`src/wlan_frame_classifier_log_top_macros.svh`:
```
// ---------------------------------------------------------------------------
// Assertion macros shared by the frame classifier modules
// Each expects clk and rst_n in scope; checks are off while in reset.
// ---------------------------------------------------------------------------
`ifndef WLAN_FRAME_CLASSIFIER_LOG_TOP_MACROS_SVH
`define WLAN_FRAME_CLASSIFIER_LOG_TOP_MACROS_SVH

// same-cycle implication
`define FLC_ASSERT_NOW(label, ante, cons, msg) \
  label: assert property (@(posedge clk) disable iff (!rst_n) (ante) |-> (cons)) \
    else $error(msg);

// next-cycle implication
`define FLC_ASSERT_NEXT(label, ante, cons, msg) \
  label: assert property (@(posedge clk) disable iff (!rst_n) (ante) |=> (cons)) \
    else $error(msg);

`endif

```
`src/flc_ram.sv`:
```
// ---------------------------------------------------------------------------
// flc_ram
// Simple dual-port RAM: one write port, one read port, registered read data.
// ---------------------------------------------------------------------------
module flc_ram #(
  parameter int WIDTH = 8,
  parameter int DEPTH = 64
) (
  input  logic                     clk,
  input  logic                     we,
  input  logic [$clog2(DEPTH)-1:0] waddr,
  input  logic [WIDTH-1:0]         wdata,
  input  logic                     re,
  input  logic [$clog2(DEPTH)-1:0] raddr,
  output logic [WIDTH-1:0]         rdata
);

  logic [WIDTH-1:0] mem [DEPTH];
  logic [WIDTH-1:0] rdata_r;

  always_ff @(posedge clk) begin
    if (we) begin
      mem[waddr] <= wdata;
    end
    if (re) begin
      rdata_r <= mem[raddr];
    end
  end

  assign rdata = rdata_r;

endmodule

```
`config.mk`:
```
export PLATFORM = sky130hd
export DESIGN_NAME = flc_ram
export DESIGN_NICKNAME = d
export VERILOG_FILES = /design/src/wlan_frame_classifier_log_top_macros.svh /design/src/flc_ram.sv
export SDC_FILE = /design/constraint.sdc
export NUM_CORES = 1
export LEC_CHECK = 0
export BUFFER_PORTS_ARGS = -buffer_cell sky130_fd_sc_hd__buf_2
export CAP_MARGIN = 0
export CORE_ASPECT_RATIO = 0.5
export CORE_MARGIN = 2
export CORE_UTILIZATION = 34
export CTS_BUF_LIST = sky130_fd_sc_hd__clkbuf_8
export CTS_CLUSTER_DIAMETER = 100
export DETAILED_ROUTE_END_ITERATION = 10
export GPL_TIMING_DRIVEN = 1
export PLACE_DENSITY = 0.54
export SLEW_MARGIN = 15
export SYNTH_ARGS = -nofsm -noshare
export SYNTH_HDL_FRONTEND = slang
export SYNTH_SLANG_ARGS = --single-unit
```
`constraint.sdc`:
```
create_clock -name clk -period 2.05 [get_ports clk]
set_clock_uncertainty 0.2 [all_clocks]
set_input_delay 0.205 -clock clk [delete_from_list [all_inputs] [get_ports clk]]
set_output_delay 0.205 -clock clk [all_outputs]
set_load 0.02 [all_outputs]
```
Word-level counts from Yosys, hierarchy flattened
Memory sizes are Yosys's and may differ from the RTL's. A register that Yosys moved wholly into a read port is not among the register bits.
Cells that the tools add are included.
Word-level totals
  register bits: 0
  memory bits (writable): 512
  memories: 1
  output and inout port bits: 8
Memory list
  mem: depth 64, width 8, rd ports 1, clocked after Yosys merged registers in 1, write ports 1, line flc_ram.sv:18  | logic [WIDTH-1:0] mem [DEPTH];
Operators by class
  multiplexer cells: 2
Operators by type and width (count)
  2-to-1 mux 1 bit: 2

Longest topological paths before layout
  word-level depth: 2
  depth in mapped cells: 9
  gate-level depth less buffers: 5

Least setup slack after synthesis
No wires, ideal clock.
  path type: in2reg
  start point: input raddr[1]
  end point: register rdata_r[3], in the netlist rdata[3] (read register of mem) (data pin)
  slack: -0.161 ns
  data arrival time: 1.745 ns
  setup time: 0.266 ns
  stages: 7
  buffers on the path: 3
  cells stage by stage: buf_4 -> buf_2 -> buf_2 -> mux4_2 -> mux4_2 -> o21ai_1 -> o41ai_1
RTL lines
  from (decl): line flc_ram.sv:14  | input logic [$clog2(DEPTH)-1:0] raddr,
  to (decl): line flc_ram.sv:19  | logic [WIDTH-1:0] rdata_r;

==> run metrics <==
CP Class=flop to flop; DRT Wirelength=47600 um; cell with the most instances after synthesis=edfxtp_1; run status=finished, violations left; crit path DAT=2.41 ns; Crit path max-delay family=multiplexers; Psw=roughly 4.7 mW; pwr/cell area=878 nW/um^2; CP bufs+invs=1; final setup fails=7; Vias=about 10000; Design Area, Final=between 20000 and 25000 sq um; Num CTS Buffers=79; final worst-path cycle share=1.09; fmax=~450 MHz; register area share after synthesis=0.771; Slew @ Worst Pin=roughly 0.9 ns; worst setup margin=-0.193 ns; nets=~1200; placer congestion estimate=~0.80; Cells after DPL=1864; FF+latch area=roughly 16000 sq um; core area=between 50000 and 60000 sq um; Non-Filler Instances=between 2000 and 2500; RSZ-0062 raised after global routing=true; first-pass GRT wire length=around 70000 um; post-CTS setup buffers=0; Clock Sinks=520; Via density=5.04; wire per inst=23.7 um; slowest CP cell=mux4_2; CP required=between 2 and 2.5 ns; power share of the combinational group=0.061; Die X=~350 um; I/O pin cnt=31; startpoint types=flop; Post-synth EDFFs=520; port bufs=30; 1st-iter DRT viols=890; post-place instance area=22400 sq um; Flop pwr share=0.558; Die ar.=around 62000 sq um; HP Class=input pin to flop; drt pass-1 iters=5; max-slew violations=0; Critical Path End Type=flop; clk_lat worst skew=about 0.64 ns; row cnt=63; diode count=0; Yosys top cell by area=edfxtp_1; Mapped Nets=963; cells along the critical path=mux4_2 -> mux2_4 -> o221a_4 -> nor3_2 -> buf_4 -> o32ai_2; IR drop worst, VDD=around 0.00036 V; largest net degree at the start of global routing=65; final critical path time including I/O delays and setup=between 2 and 2.5 ns; Synth Flop Type=edfxtp_1; Mapped Area=around 20000 sq um; CTS tree=yes; post-layout util=0.409; post-synthesis cell type count=39; final hold slack=-0.0627 ns; violated checks=hold timing, setup timing; Filler cells=5136; Post-Place Setup Slack=-0.937 ns; antenna violations before repair=0; Layout area overhead=19.3%; Ys Warns=0; FFs w/ async S/R, synth=0; top-area cell type share of the netlist area=0.771; cts hold-fix bufs=10; worst-path fanout max=1; vias in the first global route=between 10000 and 15000; Synth area leaders=edfxtp_1 (77%), mux4_2 (14%), nor2_1 (1.5%); Die Ht=~180 um; syn_area_per_cell=between 20 and 25 sq um; Crit path largest cell delay=roughly 0.47 ns; maximum clock path buffer count=3; dpl hpwl=about 30000 um; antenna viol nets, final=0; Cells after Synth=940; CTS root buffer=clkbuf_8; Initial Util=0.343; H-tree levels=3; sw frac=0.222; Max-Cap Viols=0; Reg clk slew, reported paths=0.06 ns; synthesized flop and latch total=520; Max-slew headroom=0.398; layout cells sized above 1=0.363; synth cell count leaders=edfxtp_1 (520), mux4_2 (126), nor2_1 (83), mux2i_1 (23), nand2_1 (19); drc violations=0; Clock power frac=0.381; Pleak=7.89 nW; GRT overflow=0; Multi-input gate area=4480 sq um; final hold violation count=5; Total GRT Usage=0.157; Int Pwr=16.5 mW
==> state kept, by name, summed over array words and instances, names as in the netlist <==
name / flops
mem: 512
rdata: 8
==> what timing repair did <==
| item | in CTS | in global routing |
|---|---|---|
| endpoints found under the setup margin | 8 | 16 |
| pin swaps | 8 | 2 |
| endpoints found under the hold margin | 253 | 7 |
| gates resized for setup | 27 | 7 |
==> final timing paths <==
check             cells past startpoint  startpoint  slack (ns)        to
setup / recovery                      6  mem[16][6]       -0.19  rdata[6]
hold / removal                        3    raddr[5]       -0.06  rdata[2]
setup reg to reg                      6  mem[16][6]       -0.19  rdata[6]
hold reg to reg                       3  mem[30][6]        0.71  rdata[6]
==> power groups by stage <==
| stage | Clock, mW | Sequential (mW) | Combinational, mW |
|---|---|---|---|
| 3_5_place_dp | 0 | 12.1 | 1.25 |
| 2_1_floorplan | 0 | 12.1 | 0.636 |
| 5_1_grt | 8.72 | 11.8 | 1.39 |
| 3_3_place_gp | 0 | 12.0 | 1.23 |
| 4_1_cts | 8.29 | 11.8 | 1.32 |
| 6_report | 8.08 | 11.8 | 1.30 |
==> per-layer routing <==
layer  part of all wire  GRT usage
met1               0.44      0.213
met2               0.48      0.251
met3              0.058     0.0362
met4              0.026     0.0505
met5                  0          0
==> logic make-up (layout without fill, tap and decap cells) <==
| logic type | Yosys count | in the layout | share of synthesized area |
|---|---|---|---|
| DFF | 520 | 520 | 0.771 |
| muxes | 162 | 162 | 0.159 |
| and+or+nand+nor | 153 | 153 | 0.0337 |
| AOI/OAI and AO/OA | 54 | 54 | 0.0206 |
| buffers and inverters | 51 | 341 | 0.0156 |
==> worst register-to-register path, stage by stage (launching register included) <==
cell	delay (ns)
edfxtp_1	0.38
mux4_2	0.47
mux2_4	0.29
o221a_4	0.26
nor3_2	0.14
buf_4	0.15
o32ai_2	0.08
==> layout by cell type (no fill, tap or decap), types with 11 or more instances in the layout <==
| master | synthesis | routed |
|---|---|---|
| clkinv_1 | 0 | 24 |
| nor2_1 | 83 | 83 |
| buf_12 | 2 | 11 |
| buf_2 | 11 | 27 |
| nand2_1 | 19 | 19 |
| mux2i_1 | 23 | 23 |
| inv_1 | 0 | 19 |
| mux4_2 | 126 | 126 |
| nor2b_1 | 14 | 14 |
| buf_4 | 13 | 153 |
| clkbuf_8 | 0 | 82 |
| edfxtp_1 | 520 | 520 |
| nand3_1 | 13 | 13 |
==> metrics by stage <==
step	total power, mW	setup TNS [ns]
2_1_floorplan	12.7	-0.281
3_3_place_gp	13.3	-5.20
3_5_place_dp	13.3	-5.27
4_1_cts	21.4	-1.02
5_1_grt	21.9	-1.18
6_report	21.2	-0.817
==> area by class of cell <==
cell class / count / area share
Clock buffer: 81 / 0.0461
Clock inverter: 56 / 0.0135
Multi-Input combinational cell: 369 / 0.186
Sequential cell: 520 / 0.646
Tap cell: 780 / 0.0404
Timing Repair Buffer: 204 / 0.0680
(Power assumes the default switching activity.)
