[src/wlan_frame_classifier_log_top_macros.svh]
// ---------------------------------------------------------------------------
// Assertion macros shared by the frame classifier modules
// Each expects clk and rst_n in scope; checks are off while in reset.
// ---------------------------------------------------------------------------
`ifndef WLAN_FRAME_CLASSIFIER_LOG_TOP_MACROS_SVH
`define WLAN_FRAME_CLASSIFIER_LOG_TOP_MACROS_SVH

// same-cycle implication
`define FLC_ASSERT_NOW(label, ante, cons, msg) \
  label: assert property (@(posedge clk) disable iff (!rst_n) (ante) |-> (cons)) \
    else $error(msg);

// next-cycle implication
`define FLC_ASSERT_NEXT(label, ante, cons, msg) \
  label: assert property (@(posedge clk) disable iff (!rst_n) (ante) |=> (cons)) \
    else $error(msg);

`endif

[src/flc_pkg.sv]
// ---------------------------------------------------------------------------
// flc_pkg
// Types, codes and field layouts shared by the frame classifier modules.
// ---------------------------------------------------------------------------
package flc_pkg;

  // default ring depth
  localparam int LOG_DEPTH_DFLT = 64;

  // request codes carried on in_tuser
  typedef enum logic [1:0] {
    ACT_FRAME = 2'd0,
    ACT_DRAIN = 2'd1,
    ACT_READ  = 2'd2,
    ACT_CLEAR = 2'd3
  } action_t;

  // result kind carried on out_tuser
  localparam logic KIND_ENTRY  = 1'b0;
  localparam logic KIND_REPORT = 1'b1;

  // frame types from the frame control byte
  localparam logic [1:0] FT_MGMT = 2'd0;
  localparam logic [1:0] FT_CTRL = 2'd1;
  localparam logic [1:0] FT_DATA = 2'd2;

  // management subtypes that count as notable
  localparam logic [3:0] SUB_DISASSOC = 4'd10;
  localparam logic [3:0] SUB_DEAUTH   = 4'd12;

  // MAC header size in bytes
  localparam logic [11:0] HDR_BYTES = 12'd24;

  // counter bank
  localparam int CNT_W       = 32;
  localparam int NUM_CNT     = 5;
  localparam int CNT_TOTAL   = 0;
  localparam int CNT_MGMT    = 1;
  localparam int CNT_CTRL    = 2;
  localparam int CNT_DATA    = 3;
  localparam int CNT_NOTABLE = 4;

  typedef logic [NUM_CNT-1:0][CNT_W-1:0] cnt_bank_t;

  // request to the counter unit
  typedef struct packed {
    logic       clr;
    logic       bump;
    logic [1:0] ftype;
    logic [3:0] fsub;
  } cnt_ctrl_t;

  // one ring entry, type in the lowest bits (same order as out_tdata)
  typedef struct packed {
    logic [3:0]         channel;
    logic signed [7:0]  strength;
    logic [47:0]        address;
    logic [3:0]         subtype;
    logic [1:0]         ftype;
  } log_entry_t;

  localparam int ENTRY_W = $bits(log_entry_t);

  // stream widths
  localparam int IN_DATA_W   = 80;
  localparam int OUT_FIELD_W = ENTRY_W + NUM_CNT * CNT_W;
  localparam int OUT_DATA_W  = ((OUT_FIELD_W + 7) / 8) * 8;
  localparam int OUT_PAD     = OUT_DATA_W - OUT_FIELD_W;

endpackage

[src/flc_cnt.sv]
// ---------------------------------------------------------------------------
// flc_cnt
// Class counters: decodes the frame type and bumps the wrapping counters.
// ---------------------------------------------------------------------------
`include "wlan_frame_classifier_log_top_macros.svh"

module flc_cnt (
  input  logic               clk,
  input  logic               rst_n,
  input  flc_pkg::cnt_ctrl_t ctrl,
  output flc_pkg::cnt_bank_t counts
);

  flc_pkg::cnt_bank_t cnt_r;
  flc_pkg::cnt_bank_t cnt_nxt;
  logic [flc_pkg::NUM_CNT-1:0] hit;

  // which counters this frame touches
  always_comb begin
    hit = '0;
    hit[flc_pkg::CNT_TOTAL]   = 1'b1;
    hit[flc_pkg::CNT_MGMT]    = (ctrl.ftype == flc_pkg::FT_MGMT);
    hit[flc_pkg::CNT_CTRL]    = (ctrl.ftype == flc_pkg::FT_CTRL);
    hit[flc_pkg::CNT_DATA]    = (ctrl.ftype == flc_pkg::FT_DATA);
    hit[flc_pkg::CNT_NOTABLE] = (ctrl.ftype == flc_pkg::FT_MGMT) &&
                                ((ctrl.fsub == flc_pkg::SUB_DISASSOC) ||
                                 (ctrl.fsub == flc_pkg::SUB_DEAUTH));
  end

  // clear wins; otherwise increment the selected counters
  always_comb begin
    cnt_nxt = cnt_r;
    if (ctrl.clr) begin
      cnt_nxt = '0;
    end else if (ctrl.bump) begin
      for (int i = 0; i < flc_pkg::NUM_CNT; i++) begin
        if (hit[i]) begin
          cnt_nxt[i] = cnt_r[i] + 1'b1;
        end
      end
    end
  end

  always_ff @(posedge clk) begin
    if (!rst_n) begin
      cnt_r <= '0;
    end else begin
      cnt_r <= cnt_nxt;
    end
  end

  assign counts = cnt_r;

  `FLC_ASSERT_NEXT(a_clr_zero, ctrl.clr, cnt_r == '0, "counters not zero after clear")
  `FLC_ASSERT_NEXT(a_total_step, ctrl.bump && !ctrl.clr,
    cnt_r[flc_pkg::CNT_TOTAL] == $past(cnt_r[flc_pkg::CNT_TOTAL]) + 1'b1,
    "total counter did not step on an accepted frame")

endmodule

[config.mk]
export PLATFORM = sky130hd
export DESIGN_NAME = flc_cnt
export DESIGN_NICKNAME = d
export VERILOG_FILES = /design/src/flc_pkg.sv /design/src/flc_cnt.sv
export VERILOG_INCLUDE_DIRS = /design/src /design/src/src
export SDC_FILE = /design/constraint.sdc
export NUM_CORES = 1
export LEC_CHECK = 0
export ABC_AREA = 1
export BUFFER_PORTS_ARGS = -buffer_cell sky130_fd_sc_hd__buf_4
export CAP_MARGIN = 15
export CORE_UTILIZATION = 35
export DETAILED_ROUTE_END_ITERATION = 12
export PLACE_DENSITY_LB_ADDON = 0.2
export SLEW_MARGIN = 20
export SYNTH_ARGS = -nofsm -noshare
export SYNTH_HDL_FRONTEND = slang
export SYNTH_SLANG_ARGS = --single-unit
[constraint.sdc]
create_clock -name clk -period 1.8 [get_ports clk]
set_input_delay 0.18 -clock clk [delete_from_list [all_inputs] [get_ports clk]]
set_output_delay 0.18 -clock clk [all_outputs]
set_load 0.02 [all_outputs]
== Yosys cells after proc, flatten, opt, wreduce, memory -nomap -nowiden ==
Index checks and enable logic that the tools add are counted.
Storage, ports and cells
  register bits after elaboration: 160
  bits in latches: 0
  memory bits (writable): 0
  bits in read-only memories: 0
  input port bits: 10
  output and inout bits: 160
  word-level logic and storage cells: 23
  memories: 0
Operators by class
  add/sub/neg operators: 5
  multipliers: 0
  divide/modulo/power cells: 0
  magnitude comparators: 0
  equality and inequality tests: 4
  shifts and indexed selects: 0
  muxes and demuxes: 0
  bitwise gates (word level): 1
  reduce and logical (&&, ||, !) cells: 8
Operators with widths (number)
  32-bit by 1-bit adder with 32-bit output, second input constant: 5
  4-bit equality test, second input constant: 2
  2-bit AND reduction: 4
  2-bit by 1-bit equality test with 1-bit output, second input constant: 1
  2-bit equality test, second input constant: 1
  2-bit logical NOT: 1
  2-bit OR reduction: 1
  1-bit logical AND: 1
  1-bit logical OR: 1
  1-bit NOT: 1

== Depth between registers and ports, before layout ==
Gate-level depths: netlist of run 1.
  depth after elaboration: 4
  depth in mapped cells: 10
  gate-level depth less buffers: 10

== Least setup slack after synthesis of run 1 ==
No wires, ideal clock.
  kind: register -> register
  start: register cnt_r (netlist bit counts[0])
  end: register cnt_r (netlist bit counts[12])
  setup time: 0.119 ns
  arrival: 1.591 ns
  required time: 1.681 ns
  path slack: 0.089 ns
  cell stages (with the launch flop): 9
  buffers on the path: 0
  clock period less this slack: 1.711 ns
  path through: dfxtp_1 -> ha_1 -> nand3_1 -> nor2_1 -> nand2_1 -> nor2_1 -> nand2_1 -> o21ai_0 -> a21oi_1
Between the ends
  cells in the longest elaborated chain, start to end: 1
RTL lines
  from (decl): line flc_cnt.sv:14  | flc_pkg::cnt_bank_t cnt_r;
  from (signal assigned): line flc_cnt.sv:48  | cnt_r <= cnt_nxt;
  32-bit by 1-bit adder with 32-bit output: line flc_cnt.sv:38  | cnt_nxt[i] = cnt_r[i] + 1'b1;
No other way between the ends.
A chain may end at the register's enable or synchronous reset.

== Final worst setup path of run 1 ==
  start: register cnt_r (netlist bit counts[65])
  end: register cnt_r (netlist bit counts[86])
The elaborated chain is that of the path after synthesis.

==> results.ini, run 1 <==
[clock_network]
cts.path.max_buffers=2
htree_levels=4
ctsHoldBuffers=0
cts_resized=0
cts_setup_buffers=0
cts_tree=built
clk_pin_slew_worst_paths_ps=70
insertion_delay_ps=420
cts_made_buffers=17
cts_sinks=160
cts-root-buf=clkbuf_16

[job]
cap_violations=0

[finish]
antenna_cells=0
fill_cells=2585
drive_gt1_frac=0.1880
syn_to_final_growth_pct=29.78
fin_nets=1609
fin_area_sq_mm=0.01133
layout_commonest_cell=nand2_1
mostFrequentLayoutCells=nand2_1, nor2_1, buf_4
multiInputGateArea_sq_mm=0.004765
seqCellArea_sq_mm=0.003203
largest_reg_flops=160

[sta]
min_period_over_period=0.8935
finClkSkew_ps=14.75
relSlewSlack=0.6968
finalHoldViolations=0
fmax_mhz=621.8
fin_crit_ps=1608
finalMaxSlewViolations=0
whs_ps=195.6
setup_viol=0
tightestPinTransition_ps=451.4

[global_routing]
grt-ovfl-total=0
top_usage_layer=met2
track_usage=0.2002
grt_pass1_wl_um=41700
met1_usage=0.2686
grt_util_met3=0.03221
use_met2=0.3319
grt_max_degree=35
antenna_found_initial=0
first_global_vias=8321

[power_and_ir_drop]
p_leak_nw=4.668
power_per_cell_area_mw_per_mm2=658.1
peakVddDrop_uv=556.7

[synth]
synth_compound_area_frac=0.07556
synth_top_family_by_area=simple AND/OR/NAND/NOR gates
ys_warn_count=0
synthAdderAreaFrac=0.007168
muxShareOfSynthArea=0
synthSimpleGateAreaFrac=0.4380
avgSynthCellArea_sq_um=6.356
ys_types=38
synth_xor_area_frac=0.02208
netlist_instances=1373
ys_seq_area_frac=0.3670
syn_nets=1388
synth-seq-cells=160
syn_area_sq_mm=0.008727

[floorplan]
die_h_um=159.9
die_w_um=159.9
core_sq_mm=0.02439
dieArea_sq_mm=0.02557
rows=57
ios=170
start_util=0.3578

[setup_path]
cp.arrival_ps=1970
cp_slowest_cell=dfxtp_1
path_common_cell=nand2_1
cpPeakStageDelay_ps=380
required_ps=2160
crit_chain=ha_1, nand3_1, nor2_4, nand3b_2, nor2_4, nand2_1, nand2_1, nand2_1, nor2_1
critPathLaunchType=flip-flop
endpoint_kind=flip-flop
worstSetupPathType=flip-flop to flip-flop
path_max_fanout=7

[routing]
drt_iter0_markers=565
wl_per_cell_um=13.20
wirelength_um=25470
antenna_left=0
dr.pass1.iters=4
vias_per_cell=4.754
drc_errors=0
vias=9176

[place]
place_area_sq_mm=0.01072
detailed_place_hpwl_um=19770
numPortBuffers=169
gp_congestion=0.8865

[min_path]
min_path_type=input port to flip-flop

[status]
status=complete, no violations

worst max-delay path: cells and delay by family, from the launching register on:
family                     cells  cell delay [ps]
and+or+nand+nor                8             1000
DFF                            1              380
adders and majority gates      1              190
path summary, 6_finish.rpt:
path	from	end	slack [ps]	cells past startpoint
min reg2reg	counts[97]	counts[97]	480	2
max	counts[65]	counts[86]	190	9
min	ctrl[4]	counts[65]	200	3
max reg2reg	counts[65]	counts[86]	190	9
per-stage QoR:
step / setup TNS [ps] / util / std cells / power (mW) / worst slack [ps]
floorplan: 0 / - / 1373 / 3.761 / 89.50
global placement: 0 / 0.4393 / 1899 / 3.852 / 177.1
detailed placement: 0 / 0.4393 / 1899 / 3.856 / 142.3
CTS: 0 / 0.4635 / 1930 / 7.566 / 136.4
global route: -10.09 / 0.4643 / 1930 / 7.749 / -10.09
finish: 0 / 0.4643 / 1930 / 7.454 / 191.8
routing by layer:
layer / vias up / routed length [um]
li1: 4812 / -
met5: - / 0
met1: 4132 / 12250
met2: 214 / 11750
met4: 0 / 307
met3: 18 / 1165
cell usage after synthesis, drive strengths merged:
| cell | instances | area, sq um |
|---|---|---|
| clkinv | 1 | 3.750 |
| o21bai | 4 | 30.03 |
| nand3b | 5 | 41.29 |
| a31oi | 5 | 31.28 |
| inv | 181 | 679.4 |
| clkbuf | 14 | 62.56 |
| xnor2 | 8 | 70.07 |
| ha | 5 | 62.56 |
| xor2 | 14 | 122.6 |
| a21oi | 69 | 345.3 |
| o21a | 3 | 22.52 |
| nor3 | 43 | 231.5 |
| or2 | 1 | 6.260 |
| and2 | 1 | 6.260 |
| nand2 | 340 | 1304 |
| buf | 6 | 41.28 |
| nor2 | 302 | 1287 |
| nand3 | 121 | 665.6 |
| dfxtp | 160 | 3203 |
| nand4 | 37 | 231.5 |
| nor3b | 4 | 30.03 |
| o21ai | 46 | 230.2 |
| and3 | 3 | 18.77 |
cell type report:
class                           count  area share
Clock buffer                       18     0.03878
Tap cell                          324     0.03579
Clock inverter                     13     0.01337
Timing Repair Buffer              222      0.1483
Sequential cell                   160      0.2828
Inverter                          182     0.06032
Multi-Input combinational cell   1011      0.4207
where the power goes:
part,switching [mW],leakage (nW),internal (mW)
registers,0.00337,1.29,3.54
logic,0.149,3.10,0.0739
clock network,1.58,0.282,2.10
total,1.73,4.67,5.72
logic make-up (layout without fill, tap and decap cells):
kind of cell,Yosys count,after routing
DFF,160,160
AOI/OAI and AO/OA,127,127
xor gates and xnor gates,22,22
adders and majority gates,5,5
buffers and inverters,202,435
and+or+nand+nor,857,857
No activity file was read; power rests on OpenSTA's default activity.
==> run 2: changes to the inputs <==
- SETUP_SLACK_MARGIN: unset -> 0.3
- clock period: 1.8 -> 1.6 ns (I/O delays scaled with it)
==> run 2 against run 1 <==
  * Routed wire length grew 9.6%
  * Die area is the same
  * Worst setup slack lost 26 ps
  * Utilization grew 9.2 points
  * Cell count grew 3.7%
  * Clock skew is essentially flat
  * Clock power grew 9.8%
  * Cell area grew 20%
  * Fmax grew 12%
  * Non-clock buffer count grew 71
  * Hold slack lost 160 ps
  * Largest power group unchanged
==> results.ini, run 2 (synthesized netlist as in run 1, its figures left out) <==
[status]
status=complete, no violations

[setup_path]
critPathLaunchType=flip-flop
endpoint_kind=flip-flop
path_max_fanout=5  ; -2
cp.arrival_ps=1750  ; -220 ps
crit_start=counts[33]
required_ps=1910  ; -250 ps
r2r_setup_slack_ps=170  ; -30 ps
reg2reg_depth=9  ; unchanged
worstSetupPathType=flip-flop to flip-flop
timing.rr.start=counts[33]
worstReg2RegEnd=counts[54]

[clock_network]
cts_made_buffers=17  ; unchanged
htree_levels=4  ; unchanged
insertion_delay_ps=430  ; about the same
clk_pin_slew_worst_paths_ps=70  ; about the same
cts_tree=built
cts-root-buf=clkbuf_16
cts_sinks=160  ; unchanged
cts.path.max_buffers=2  ; unchanged
ctsHoldBuffers=0  ; unchanged

[routing]
drt_iter0_markers=554  ; -1.9%
antenna_left=0  ; unchanged
dr.pass1.iters=5  ; +1
drc_errors=0  ; unchanged
vias_per_cell=4.900  ; +3.1%
wl_per_cell_um=13.95  ; +5.7%
vias=9809  ; +6.9%
wirelength_um=27930  ; +9.6%

[finish]
multiInputGateArea_sq_mm=0.006052  ; +27%
fin_nets=1680  ; +4.4%
finish.utilization=0.5562  ; +0.09187
largest_reg_flops=160  ; unchanged
fill_cells=2285  ; -12%
syn_to_final_growth_pct=55.46
mostFrequentLayoutCells=buf_4, nand2_1, nor2_1
antenna_cells=0  ; unchanged
drive_gt1_frac=0.4434  ; +0.2553
seqCellArea_sq_mm=0.003498  ; +9.2%
layout_commonest_cell=buf_4

[sta]
finalHoldViolations=0  ; unchanged
rsz0062_at_grt=yes
relSlewSlack=0.7672  ; +0.07048
min_period_over_period=0.8965  ; +0.003032
finalMaxSlewViolations=0  ; unchanged
tightestPinTransition_ps=349.1  ; -102.2 ps
setup_tns_ps=0  ; unchanged
finClkSkew_ps=14.98  ; +0.2273 ps
fin_crit_ps=1434  ; -173.8 ps
setup_viol=0  ; unchanged
final.setup.worst_slack_ps=165.6  ; -26.16 ps
fmax_mhz=697.2  ; +12%

[power_and_ir_drop]
p_leak_nw=5.534  ; +19%
peakVddDrop_uv=588.0  ; +5.6%
power_per_cell_area_mw_per_mm2=605.7  ; -8.0%

[global_routing]
track_usage=0.2111  ; +0.01095
grt_pass1_wl_um=44060  ; +5.6%
antenna_found_initial=0  ; unchanged
first_global_vias=8970  ; +7.8%
grt_max_degree=55  ; +57%
grt-ovfl-total=0  ; unchanged

[min_path]
min_path_type=input port to flip-flop
hold_end=counts[9]
hp-start=ctrl[7]
min_path_cells=4  ; +1

[floorplan]
dieArea_sq_mm=0.02557  ; unchanged
die_w_um=159.9  ; unchanged
rows=57  ; unchanged
core_sq_mm=0.02439  ; unchanged
start_util=0.3578  ; unchanged
ios=170  ; unchanged
die_h_um=159.9  ; unchanged

[place]
detailed_place_hpwl_um=19590  ; -0.90%
gp_congestion=0.8590  ; -3.1%
numPortBuffers=169  ; unchanged
dp_slack_ps=80.55  ; -61.77 ps

[job]
cap_violations=0  ; unchanged

[run 2: where the power goes]
part / internal [mW] / total [mW] / switching (mW)
Sequential: 3.89 / 3.90 / 0.00834
Combinational: 0.102 / 0.282 / 0.179
Clock: 2.20 / 4.04 / 1.83
Total: 6.20 / 8.22 / 2.02
[run 2: how the worst max path moves through the flow]
stage	end	slack, ps	cells after the start
finish	counts[54]	170	9
global route	counts[90]	90	9
CTS	counts[86]	170	9
detailed placement	counts[95]	80	10
global placement	counts[23]	110	7
floorplan	counts[14]	250	8
[run 2: repair_timing]
| item | in CTS | in global routing |
|---|---|---|
| setup endpoints to repair | 99 | 119 |
| buffers inserted | 49 | 43 |
| pin swaps | 82 | 97 |
| resized for setup | 148 | 234 |
[run 2: stage by stage]
step           area (sq um)  hold WS, ps  std cells  total power, mW
2_1_floorplan          9125        363.6       1373            4.213
3_3_place_gp          10980        444.9       1878            4.314
3_5_place_dp          10980        450.3       1878            4.317
4_1_cts               12420        22.77       1959            8.351
5_1_grt               13570        49.81       2002            8.519
6_report              13570        38.46       2002            8.217
[run 2: area by class of cell]
type                       instances  area share
tap                              324     0.02988
clock buffer                      21     0.03551
timing repair buffer             293      0.1726
sequential                       160      0.2579
inverter                         182     0.05128
clock inverter                    11    0.006732
multi-input combinational       1011      0.4461
[run 2: per-layer routing]
| layer | part of all wire | GRT usage | wire length [um] | vias up |
|---|---|---|---|---|
| li1 | - | - | - | 4975 |
| met1 | 0.44 | 0.2651 | 12300 | 4541 |
| met2 | 0.48 | 0.3559 | 13520 | 238 |
| met3 | 0.048 | 0.04234 | 1351 | 55 |
| met4 | 0.027 | 0.08009 | 752 | 0 |
| met5 | 0 | 0 | 0 | - |
[run 2: critical path: stages, from the launching register on]
cell and delay (ps):
dfxtp_4 370, ha_4 150, inv_2 50, nor2_4 100, nand3_2 110, nor2_4 230, buf_4 160, nand3_1 60
nand2_1 60, nor2_1 40
==> run 3: changes to the inputs <==
==> constraint.sdc (replaced) <==
create_clock -name clk -period 1.6 [get_ports clk]
set_input_delay 0.08 -clock clk [delete_from_list [all_inputs] [get_ports clk]]
set_output_delay 0.08 -clock clk [all_outputs]
set_load 0.02 [all_outputs]
==> run 3 against run 2 <==
  * Clock power is 11% higher
  * Critical path depth is 1 lower
  * Worst setup slack gained 7.6 ps
  * Global-route usage up 0.23 points
  * First-iteration DRC count is 14% lower
  * Sequential power hardly changed
==> results.ini, run 3 (synthesized netlist as in run 1, its figures left out) <==
[setup_path]
timing.rr.start=counts[64]
critPathLaunchType=flip-flop
reg2reg_depth=8  ; -1
crit_chain=ha_4, nand3_4, nor2_4, nand3b_4, nor2_4, buf_4, xnor2_2, nor2_1
required_ps=1910  ; about the same
path_max_fanout=4  ; -1
endpoint_kind=flip-flop
path_common_cell=nor2_4
cp_slowest_cell=dfxtp_4
worstSetupPathType=flip-flop to flip-flop
worstReg2RegEnd=counts[82]
r2r_setup_slack_ps=170  ; about the same
cpPeakStageDelay_ps=370  ; about the same
cp.arrival_ps=1740  ; about the same

[clock_network]
insertion_delay_ps=430  ; about the same
cts.path.max_buffers=2  ; unchanged
cts_made_buffers=17  ; unchanged
clk_pin_slew_worst_paths_ps=70  ; about the same
htree_levels=4  ; unchanged
cts_sinks=160  ; unchanged
cts-root-buf=clkbuf_16
cts_tree=built

[sta]
fmax_mhz=700.9  ; +0.53%
min_period_over_period=0.8917  ; -0.004756
finalMaxSlewViolations=0  ; unchanged
whs_ps=59.98  ; +21.52 ps
setup_viol=0  ; unchanged
relSlewSlack=0.7328  ; -0.03443
finalHoldViolations=0  ; unchanged
setup_tns_ps=0  ; unchanged
rsz0062_at_grt=yes
fin_crit_ps=1427  ; -7.610 ps
finClkSkew_ps=13.46  ; -1.516 ps
tightestPinTransition_ps=400.8  ; +51.65 ps

[routing]
drc_errors=0  ; unchanged
vias_per_cell=4.864  ; -0.72%
antenna_left=0  ; unchanged
vias=9782  ; -0.28%
dr.pass1.iters=7  ; +2
drt_iter0_markers=475  ; -14%
wl_per_cell_um=14.11  ; +1.1%
wirelength_um=28370  ; +1.6%

[min_path]
min_path_cells=3  ; -1
hp-start=ctrl[4]
hold_end=counts[65]
min_path_type=input port to flip-flop

[finish]
multiInputGateArea_sq_mm=0.006136  ; +1.4%
drive_gt1_frac=0.4511  ; +0.007712
fill_cells=2266  ; -0.83%
fin_area_sq_mm=0.01380  ; +1.7%
seqCellArea_sq_mm=0.003532  ; +0.97%
fin_nets=1689  ; +0.54%
syn_to_final_growth_pct=58.14
mostFrequentLayoutCells=buf_4, nand2_1, nor2_1
largest_reg_flops=160  ; unchanged
antenna_cells=0  ; unchanged
layout_commonest_cell=buf_4
finish.utilization=0.5658  ; +0.009593

[global_routing]
grt-ovfl-total=0  ; unchanged
grt_pass1_wl_um=44460  ; +0.92%
track_usage=0.2134  ; +0.002268
grt_max_degree=83  ; +51%
antenna_found_initial=0  ; unchanged
first_global_vias=9015  ; +0.50%

[floorplan]
dieArea_sq_mm=0.02557  ; unchanged
die_h_um=159.9  ; unchanged
core_sq_mm=0.02439  ; unchanged
start_util=0.3578  ; unchanged
rows=57  ; unchanged
ios=170  ; unchanged
die_w_um=159.9  ; unchanged

[place]
gp_congestion=0.8839  ; +2.9%
place_area_sq_mm=0.01095  ; -0.27%
detailed_place_hpwl_um=19500  ; -0.45%
numPortBuffers=169  ; unchanged

[power_and_ir_drop]
power_per_cell_area_mw_per_mm2=627.2  ; +3.6%
peakVddDrop_uv=550.6  ; -6.4%
p_leak_nw=5.733  ; +3.6%
total_power_mw=8.656  ; +5.3%

[status]
status=complete, no violations

[job]
cap_violations=0  ; unchanged

-- run 3: worst max path at each step --
stage	start	endpoint	slack, ps
2_1_floorplan	counts[0]	counts[14]	250
3_3_place_gp	counts[76]	counts[95]	100
3_5_place_dp	counts[76]	counts[95]	80
4_1_cts	counts[64]	counts[86]	170
5_1_grt	counts[129]	counts[154]	90
6_report	counts[64]	counts[82]	170
-- run 3: per-layer routing --
metal / routed length (um) / GRT usage
met1: 12240 / 0.2677
met2: 14240 / 0.3640
met4: 392 / 0.07316
met3: 1506 / 0.04208
met5: 0 / 0
-- run 3: report_power, final --
| group | internal [mW] | switching, mW | total, mW | leakage (nW) |
|---|---|---|---|---|
| combinational | 0.0990 | 0.181 | 0.280 | 4.05 |
| clock | 2.73 | 1.77 | 4.50 | 0.311 |
| sequential | 3.87 | 0.00932 | 3.88 | 1.37 |
-- run 3: final cells by class --
cell class / count / area share
repair buffers: 302 / 0.1735
flip-flops and latches: 160 / 0.2559
clock buffers: 21 / 0.03345
well taps: 324 / 0.02937
inverters: 182 / 0.05023
multi-input cells: 1011 / 0.4446
clock inverters: 11 / 0.01287
-- run 3: per-stage QoR --
stage          instances  worst slack (ps)
2_1_floorplan       1373             252.6
3_3_place_gp        1874             98.11
3_5_place_dp        1874             84.41
4_1_cts             1958             167.9
5_1_grt             2011             88.01
6_report            2011             173.2
-- run 3: what timing repair did --
action / 4_1_cts / 5_1_grt
endpoints found under the setup margin: 103 / 123
endpoints found under the hold margin: 2 / 0
setup buffers: 51 / 53
pin swaps: 77 / 130
resized for setup: 140 / 274
hold buffers: 1 / 0
-- run 3: critical path: cells and delay by family (launching register included) --
family	cells	cell delay [ps]
and+or+nand+nor	5	580
xor gates and xnor gates	1	100
adders and majority gates	1	150
buffers and inverters	1	130
DFF	1	370
